--- src/gsop_pkg.sv ---
// ---------------------------------------------------------------------------
// gsop_pkg
// Shared types, widths and the strobe length table of the gate and strobe
// output port bank.
// ---------------------------------------------------------------------------
package gsop_pkg;

  // field widths
  localparam int PINS_W     = 8;
  localparam int CNT_W      = 5;
  localparam int SEL_W      = 3;
  localparam int TYPE_W     = 2;
  localparam int PORT_W     = 3;
  localparam int CFG_IDX_W  = 1;
  localparam int CFG_DATA_W = 8;

  // number of entries in the strobe length table
  localparam int WIDTH_SEL_COUNT = 5;

  // request codes, the last one has no meaning and changes nothing
  typedef enum logic [TYPE_W-1:0] {
    REQ_TICK   = 2'd0,
    REQ_GATE   = 2'd1,
    REQ_STROBE = 2'd2,
    REQ_UNUSED = 2'd3
  } req_type_t;

  // configuration register indexes
  typedef enum logic [CFG_IDX_W-1:0] {
    CFG_WIDTH_SEL   = 1'd0,
    CFG_INVERT_MASK = 1'd1
  } cfg_reg_t;

  // strobe length in ticks for a width selection
  function automatic logic [CNT_W-1:0] strobe_ticks(input logic [SEL_W-1:0] sel);
    logic [CNT_W-1:0] ticks;
    case (sel)
      3'd1:    ticks = 5'd10;
      3'd2:    ticks = 5'd15;
      3'd3:    ticks = 5'd20;
      3'd4:    ticks = 5'd25;
      default: ticks = 5'd5;
    endcase
    return ticks;
  endfunction

endpackage

--- src/gsop_if.sv ---
// ---------------------------------------------------------------------------
// gsop request and result channels
// Valid/ready channels carrying one request item and one result item.
// ---------------------------------------------------------------------------
interface gsop_req_if import gsop_pkg::*; ();
  logic              valid;
  logic              ready;
  logic [TYPE_W-1:0] req_type;
  logic [PORT_W-1:0] port_index;
  logic              gate_level;

  modport source (output valid, output req_type, output port_index, output gate_level,
                  input ready);
  modport sink   (input valid, input req_type, input port_index, input gate_level,
                  output ready);
endinterface

interface gsop_rsp_if import gsop_pkg::*; ();
  logic              valid;
  logic              ready;
  logic [PINS_W-1:0] pin_levels;
  logic              pins_updated;
  logic [PINS_W-1:0] strobes_active;

  modport source (output valid, output pin_levels, output pins_updated,
                  output strobes_active, input ready);
  modport sink   (input valid, input pin_levels, input pins_updated,
                  input strobes_active, output ready);
endinterface

--- src/gate_and_strobe_output_ports.sv ---
// ---------------------------------------------------------------------------
// gate_and_strobe_output_ports
// Bank of output pins with a gate level and a one-shot strobe per port.
// ---------------------------------------------------------------------------
// A request transfer's result is in the output register in the next cycle.
// One request per cycle while not stalled; all port counters update in parallel.
// The output register is refilled in the cycle it is emptied, so a stalled
// result only holds the request side while the result sink holds ready low.
// Reset (synchronous): levels, pins, strobes and counters cleared, width
// select 0, invert mask 0; no request is taken while reset is high.
module gate_and_strobe_output_ports import gsop_pkg::*; #(
  parameter int NUM_PORTS = 8
) (
  input  logic                  clk,
  input  logic                  rst,
  input  logic                  cfg_we,
  input  logic [CFG_IDX_W-1:0]  cfg_index,
  input  logic [CFG_DATA_W-1:0] cfg_wdata,
  gsop_req_if.sink              req,
  gsop_rsp_if.source            rsp
);

  localparam logic [PINS_W-1:0] PortMask = PINS_W'((9'd1 << NUM_PORTS) - 9'd1);

  // configuration registers
  logic [SEL_W-1:0]  width_sel;
  logic [PINS_W-1:0] invert_mask;

  // port state
  logic [NUM_PORTS-1:0] port_levels, port_levels_next;
  logic [NUM_PORTS-1:0] latched_levels, latched_levels_next;
  logic [NUM_PORTS-1:0] strobe_marks, strobe_marks_next;
  logic [CNT_W-1:0]     strobe_remaining [NUM_PORTS];
  logic [CNT_W-1:0]     strobe_remaining_next [NUM_PORTS];
  logic [CNT_W-1:0]     cnt_dec [NUM_PORTS];

  // result register
  logic              rsp_valid;
  logic [PINS_W-1:0] pin_levels;
  logic              pins_updated;
  logic [PINS_W-1:0] strobes_active;

  logic                 req_accept;
  logic                 updated;
  logic [NUM_PORTS-1:0] port_hit;
  logic                 port_ok;
  logic [CNT_W-1:0]     load_ticks;

  // handshake
  assign req.ready  = !rst && (!rsp_valid || rsp.ready);
  assign req_accept = req.valid && req.ready;

  // configuration writes, out-of-range width selections are dropped
  always_ff @(posedge clk) begin
    if (rst) begin
      width_sel   <= '0;
      invert_mask <= '0;
    end else if (cfg_we) begin
      unique case (cfg_reg_t'(cfg_index))
        CFG_WIDTH_SEL: begin
          if (cfg_wdata < CFG_DATA_W'(WIDTH_SEL_COUNT)) begin
            width_sel <= cfg_wdata[SEL_W-1:0];
          end
        end
        CFG_INVERT_MASK: invert_mask <= cfg_wdata;
        default: ;
      endcase
    end
  end

  // port decode and per-port counter decrement
  for (genvar n = 0; n < NUM_PORTS; n++) begin : g_port
    assign port_hit[n] = (req.port_index == PORT_W'(n));
    assign cnt_dec[n]  = (strobe_remaining[n] == '0) ? '0 : strobe_remaining[n] - 1'b1;
  end

  assign port_ok    = |port_hit;
  assign load_ticks = strobe_ticks(width_sel);

  // next port state for the presented request
  always_comb begin
    port_levels_next      = port_levels;
    latched_levels_next   = latched_levels;
    strobe_marks_next     = strobe_marks;
    strobe_remaining_next = strobe_remaining;
    updated               = 1'b0;
    case (req_type_t'(req.req_type))
      REQ_TICK: begin
        // drive pending levels, then count strobes down
        updated             = (port_levels != latched_levels);
        latched_levels_next = port_levels;
        for (int n = 0; n < NUM_PORTS; n++) begin
          if (strobe_marks[n]) begin
            strobe_remaining_next[n] = cnt_dec[n];
            if (cnt_dec[n] == '0) begin
              strobe_marks_next[n] = 1'b0;
              port_levels_next[n]  = 1'b0;
            end
          end
        end
      end
      REQ_GATE: begin
        if (port_ok) begin
          port_levels_next    = req.gate_level ? (port_levels | port_hit)
                                               : (port_levels & ~port_hit);
          updated             = (port_levels_next != latched_levels);
          latched_levels_next = port_levels_next;
        end
      end
      REQ_STROBE: begin
        if (port_ok) begin
          port_levels_next  = port_levels | port_hit;
          strobe_marks_next = strobe_marks | port_hit;
          for (int n = 0; n < NUM_PORTS; n++) begin
            if (port_hit[n]) begin
              strobe_remaining_next[n] = load_ticks;
            end
          end
          updated             = (port_levels_next != latched_levels);
          latched_levels_next = port_levels_next;
        end
      end
      default: ;
    endcase
  end

  // port state registers
  always_ff @(posedge clk) begin
    if (rst) begin
      port_levels    <= '0;
      latched_levels <= '0;
      strobe_marks   <= '0;
      for (int n = 0; n < NUM_PORTS; n++) begin
        strobe_remaining[n] <= '0;
      end
    end else if (req_accept) begin
      port_levels      <= port_levels_next;
      latched_levels   <= latched_levels_next;
      strobe_marks     <= strobe_marks_next;
      strobe_remaining <= strobe_remaining_next;
    end
  end

  // result register
  always_ff @(posedge clk) begin
    if (rst) begin
      rsp_valid <= 1'b0;
    end else if (req_accept) begin
      rsp_valid <= 1'b1;
    end else if (rsp.ready) begin
      rsp_valid <= 1'b0;
    end
  end

  always_ff @(posedge clk) begin
    if (req_accept) begin
      pin_levels     <= (PINS_W'(latched_levels_next) ^ invert_mask) & PortMask;
      pins_updated   <= updated;
      strobes_active <= PINS_W'(strobe_marks_next);
    end
  end

  assign rsp.valid          = rsp_valid;
  assign rsp.pin_levels     = pin_levels;
  assign rsp.pins_updated   = pins_updated;
  assign rsp.strobes_active = strobes_active;

endmodule

--- src/flat_wrapper.sv ---
// flat-port wrapper written by rule: the top's interface ports become plain ports
module gate_and_strobe_output_ports_flat import gsop_pkg::*;
#(
  parameter int NUM_PORTS = 8
)
  (clk, rst, cfg_we, cfg_index, cfg_wdata, req_valid, req_req_type, req_port_index, req_gate_level, req_ready, rsp_valid, rsp_pin_levels, rsp_pins_updated, rsp_strobes_active, rsp_ready);
  gsop_req_if req_i ();
  gsop_rsp_if rsp_i ();
  input  logic clk;
  input  logic rst;
  input  logic cfg_we;
  input  logic [CFG_IDX_W-1:0] cfg_index;
  input  logic [CFG_DATA_W-1:0] cfg_wdata;
  input wire logic [$bits(req_i.valid)-1:0] req_valid;
  input wire logic [$bits(req_i.req_type)-1:0] req_req_type;
  input wire logic [$bits(req_i.port_index)-1:0] req_port_index;
  input wire logic [$bits(req_i.gate_level)-1:0] req_gate_level;
  output wire logic [$bits(req_i.ready)-1:0] req_ready;
  output wire logic [$bits(rsp_i.valid)-1:0] rsp_valid;
  output wire logic [$bits(rsp_i.pin_levels)-1:0] rsp_pin_levels;
  output wire logic [$bits(rsp_i.pins_updated)-1:0] rsp_pins_updated;
  output wire logic [$bits(rsp_i.strobes_active)-1:0] rsp_strobes_active;
  input wire logic [$bits(rsp_i.ready)-1:0] rsp_ready;
  assign req_i.valid = req_valid;
  assign req_i.req_type = req_req_type;
  assign req_i.port_index = req_port_index;
  assign req_i.gate_level = req_gate_level;
  assign req_ready = req_i.ready;
  assign rsp_valid = rsp_i.valid;
  assign rsp_pin_levels = rsp_i.pin_levels;
  assign rsp_pins_updated = rsp_i.pins_updated;
  assign rsp_strobes_active = rsp_i.strobes_active;
  assign rsp_i.ready = rsp_ready;
  gate_and_strobe_output_ports #(.NUM_PORTS(NUM_PORTS)) u_core (.clk(clk), .rst(rst), .cfg_we(cfg_we), .cfg_index(cfg_index), .cfg_wdata(cfg_wdata), .req(req_i), .rsp(rsp_i));
endmodule
--- config.mk ---
export PLATFORM = sky130hd
export DESIGN_NAME = gate_and_strobe_output_ports_flat
export DESIGN_NICKNAME = d
export VERILOG_FILES = /design/src/gsop_pkg.sv /design/src/gsop_if.sv /design/src/gate_and_strobe_output_ports.sv /design/src/flat_wrapper.sv
export SDC_FILE = /design/constraint.sdc
export NUM_CORES = 1
export LEC_CHECK = 0
export ABC_CLOCK_PERIOD_IN_PS = 3000
export BUFFER_PORTS_ARGS = -buffer_cell sky130_fd_sc_hd__buf_2
export CORE_UTILIZATION = 50
export CTS_CLUSTER_DIAMETER = 150
export DETAILED_ROUTE_END_ITERATION = 7
export GPL_TIMING_DRIVEN = 1
export PLACE_DENSITY = 0.71
export SYNTH_ARGS = -nofsm -noshare
export SYNTH_HDL_FRONTEND = slang
export SYNTH_SLANG_ARGS = --single-unit
export TNS_END_PERCENT = 1
--- constraint.sdc ---
create_clock -name clk -period 3 [get_ports clk]
set_input_delay 0 -clock clk [delete_from_list [all_inputs] [get_ports clk]]
set_output_delay 0 -clock clk [all_outputs]
set_load 0.01 [all_outputs]
==> results.sh <==
export IMPL_crit_path_cell_trace="inv_1 -> ha_1 -> nor3b_1 -> mux2_2 -> a2111oi_0 -> a21oi_1 -> o211ai_1 -> o21ai_0"
export IMPL_fin_nets=767
export IMPL_max_stage_delay_ns=0.67
export IMPL_start_util_pct=51.4
export IMPL_final_common_cell="o21ai_0"
export IMPL_first_iter_violations=430
export IMPL_row_count=38
export IMPL_syn_inst=690
export IMPL_overflow=0
export IMPL_path_delay_family="compound AO/OA/AOI/OAI gates"
export IMPL_dr_pass1_iters=5
export IMPL_finClkSkew_ns=0.0172
export IMPL_cp_end_kind="register"
export IMPL_routabilityCongestion=0.918
export IMPL_timing_fmax_mhz=389
export IMPL_relSlewSlack_pct=37.8
export IMPL_finalSetupViolCount=0
export IMPL_start_kind="register"
export IMPL_fin_crit_sh_pct=85.7
export IMPL_drc_errors=0
export IMPL_holdWs_ns=0.176
export IMPL_status="finished clean"
export IMPL_die_w_um=108
export IMPL_antenna_found_initial=0
export IMPL_p_per_area_nw_per_um2=433
export IMPL_synth_edf_count=17
export IMPL_ys_seq_area_share_pct=36.3
export IMPL_synth_warnings=0
export IMPL_dieArea_um2=11600
export IMPL_wl_per_cell_um=18.2
export IMPL_area_growth_pct=12.3
export IMPL_timing_max_cap_violations=0
export IMPL_core_um2=10900
export IMPL_drive_gt1_share_pct=12.6
export IMPL_synthArstFlopShare_pct=0
export IMPL_yosys_cell_types_count=63
export IMPL_hold_viol=0
export IMPL_vias=5459
export IMPL_rsz0062_at_grt="false"
export IMPL_drt_wl_total_um=16000
export IMPL_clock_latency_ns=0.38
export IMPL_slowest_stage="a2111oi_0"
export IMPL_worst_pin_slew_ns=0.926
export IMPL_cp_num_buf_inv=1
export IMPL_grt_start_max_net_pins=54
export IMPL_synth_nets=723
export IMPL_ctsResizeCount=0
export IMPL_grt_pass1_wl_um=25900
export IMPL_cellLeakagePower_nw=2.24
export IMPL_setup_tns_ns=0
export IMPL_io_pins=39
export IMPL_numCtsBuffers=9
export IMPL_ir_drop_v=0.000296
export IMPL_detail_route_antenna_nets=0
export IMPL_synth_seq_cells=93
export IMPL_pre_cts_ws_ns=0.480
export IMPL_die_h_um=108
export IMPL_drv_slew=0
export IMPL_crit_arrival_ns=2.84
export IMPL_hpwl_um=10900
export IMPL_yosys_top_cells_area="dfxtp_1, edfxtp_1, o21ai_0"
export IMPL_first_global_vias=5212
export IMPL_avgViaCountPerCell=6.21
export IMPL_period_needed_ns=2.57
export IMPL_syn_area_um2=5600
export IMPL_final_cell_mix="o21ai_0, dfxtp_1, nor2_1"
export IMPL_grt_use_total_pct=28.9
export IMPL_setup_slack_ns=0.430
export IMPL_clock_path_buffers=2
export IMPL_synth_top_area_cell="dfxtp_1"
export IMPL_crit_required_ns=3.27
export IMPL_synth_top_flop_cell="dfxtp_1"
export IMPL_cts_tree="built"
export IMPL_path_clk_slew_ns=0.10
export IMPL_htreeDepth=3
export IMPL_cts_sinks=93
export IMPL_path_max_fanout=4
export IMPL_syn_area_per_cell_um2=8.12
export IMPL_hold_path_class="in2reg"
export IMPL_yosys_area_top_type_share_pct=27.2
export IMPL_root_buffer="clkbuf_8"
export IMPL_postLayoutCoreUtil_pct=57.7
export IMPL_critical_path_class="reg2reg"
export IMPL_portBuffers=38
export IMPL_num_antenna_cells=0
-- registers in the layout, indices dropped and copies added, names as in the netlist --
signal	flops
u_core.width_sel	3
u_core.port_levels	8
u_core.rsp.strobes_active	8
u_core.strobe_remaining	40
u_core.latched_levels	8
u_core.rsp.pin_levels	8
u_core.rsp.pins_updated	1
u_core.strobe_marks	8
u_core.invert_mask	8
u_core.rsp.valid	1
-- cells by family (layout without fill, tap and decap cells) --
kind of cell             after synthesis  after routing  share of synthesized area (%)
multiplexers                           9              9                           1.65
AO/OA/AOI/OAI                        258            258                           29.8
adder cells (fa/ha/maj)               13             13                           2.90
AND/OR/NAND/NOR                      208            208                           19.1
XOR/XNOR                              27             27                           4.22
buffers and inverters                 82            131                           6.05
flip-flops                            93             93                           36.3
-- layout make-up --
cell class,instances,area [um2]
multi-input combinational,515,3230
tap,140,175
inverter,45,169
sequential,93,2030
fill,1019,4600
timing repair buffer,70,480
clock buffer,9,124
clock inverter,7,75.1
-- metrics by stage --
stage	cell area, um2	std cells	power, mW
after floorplan	5600	690	1.72
after global routing	6290	879	2.84
after CTS	6290	879	2.72
after detailed placement	5890	843	1.86
final	6290	879	2.72
after global placement	5890	843	1.84
-- worst paths after layout --
kind / startpoint / depth (start not counted) / end / slack, ns
worst max register to register: u_core.strobe_remaining[0]$_SDFFE_PP0P_ / 8 / u_core.port_levels[7]$_SDFFE_PP0P_ / 0.43
worst max-delay path: u_core.strobe_remaining[0]$_SDFFE_PP0P_ / 8 / u_core.port_levels[7]$_SDFFE_PP0P_ / 0.43
worst min-delay path: req_req_type[1] / 4 / u_core.rsp.pins_updated$_DFFE_PP_ / 0.18
worst min register to register: u_core.invert_mask[3]$_SDFFE_PP0P_ / 2 / u_core.invert_mask[3]$_SDFFE_PP0P_ / 0.47
-- synthesized netlist by cell type, drive strengths merged, types with 8 or more instances --
cell,n
xnor2,19
o211ai,11
clkbuf,21
buf,16
a211oi,20
nor2,70
a21oi,57
a221o,10
xor2,8
nand3,29
a31oi,13
a21o,9
a22oi,11
ha,13
nor3,12
edfxtp,17
inv,45
a221oi,11
nor2b,9
nand2b,8
o21ai,91
dfxtp,76
nand2,37
nor3b,10
-- power breakdown --
group / internal [mW] / switching, mW / leakage [nW]
Sequential: 1.31 / 0.0342 / 0.777
Combinational: 0.196 / 0.316 / 1.35
Clock: 0.390 / 0.474 / 0.104
-- routing by layer --
layer | GRT usage [%] | share of wire [%]
met1 | 36.9 | 43
met4 | 14.7 | 3.5
met3 | 4.84 | 6.3
met2 | 46.6 | 47
met5 | 0 | 0
-- tightest hold or removal path, cell delays in order --
cell    delay (ns)
buf_2         0.12
inv_1         0.07
ha_1          0.13
a31o_1        0.13
-- timing repair --
item	in CTS	in global routing
endpoints found under the hold margin	14	0
hold buffers	20	0
buffers inserted	0	0
Note: power is estimated with default switching activity, not from simulation.
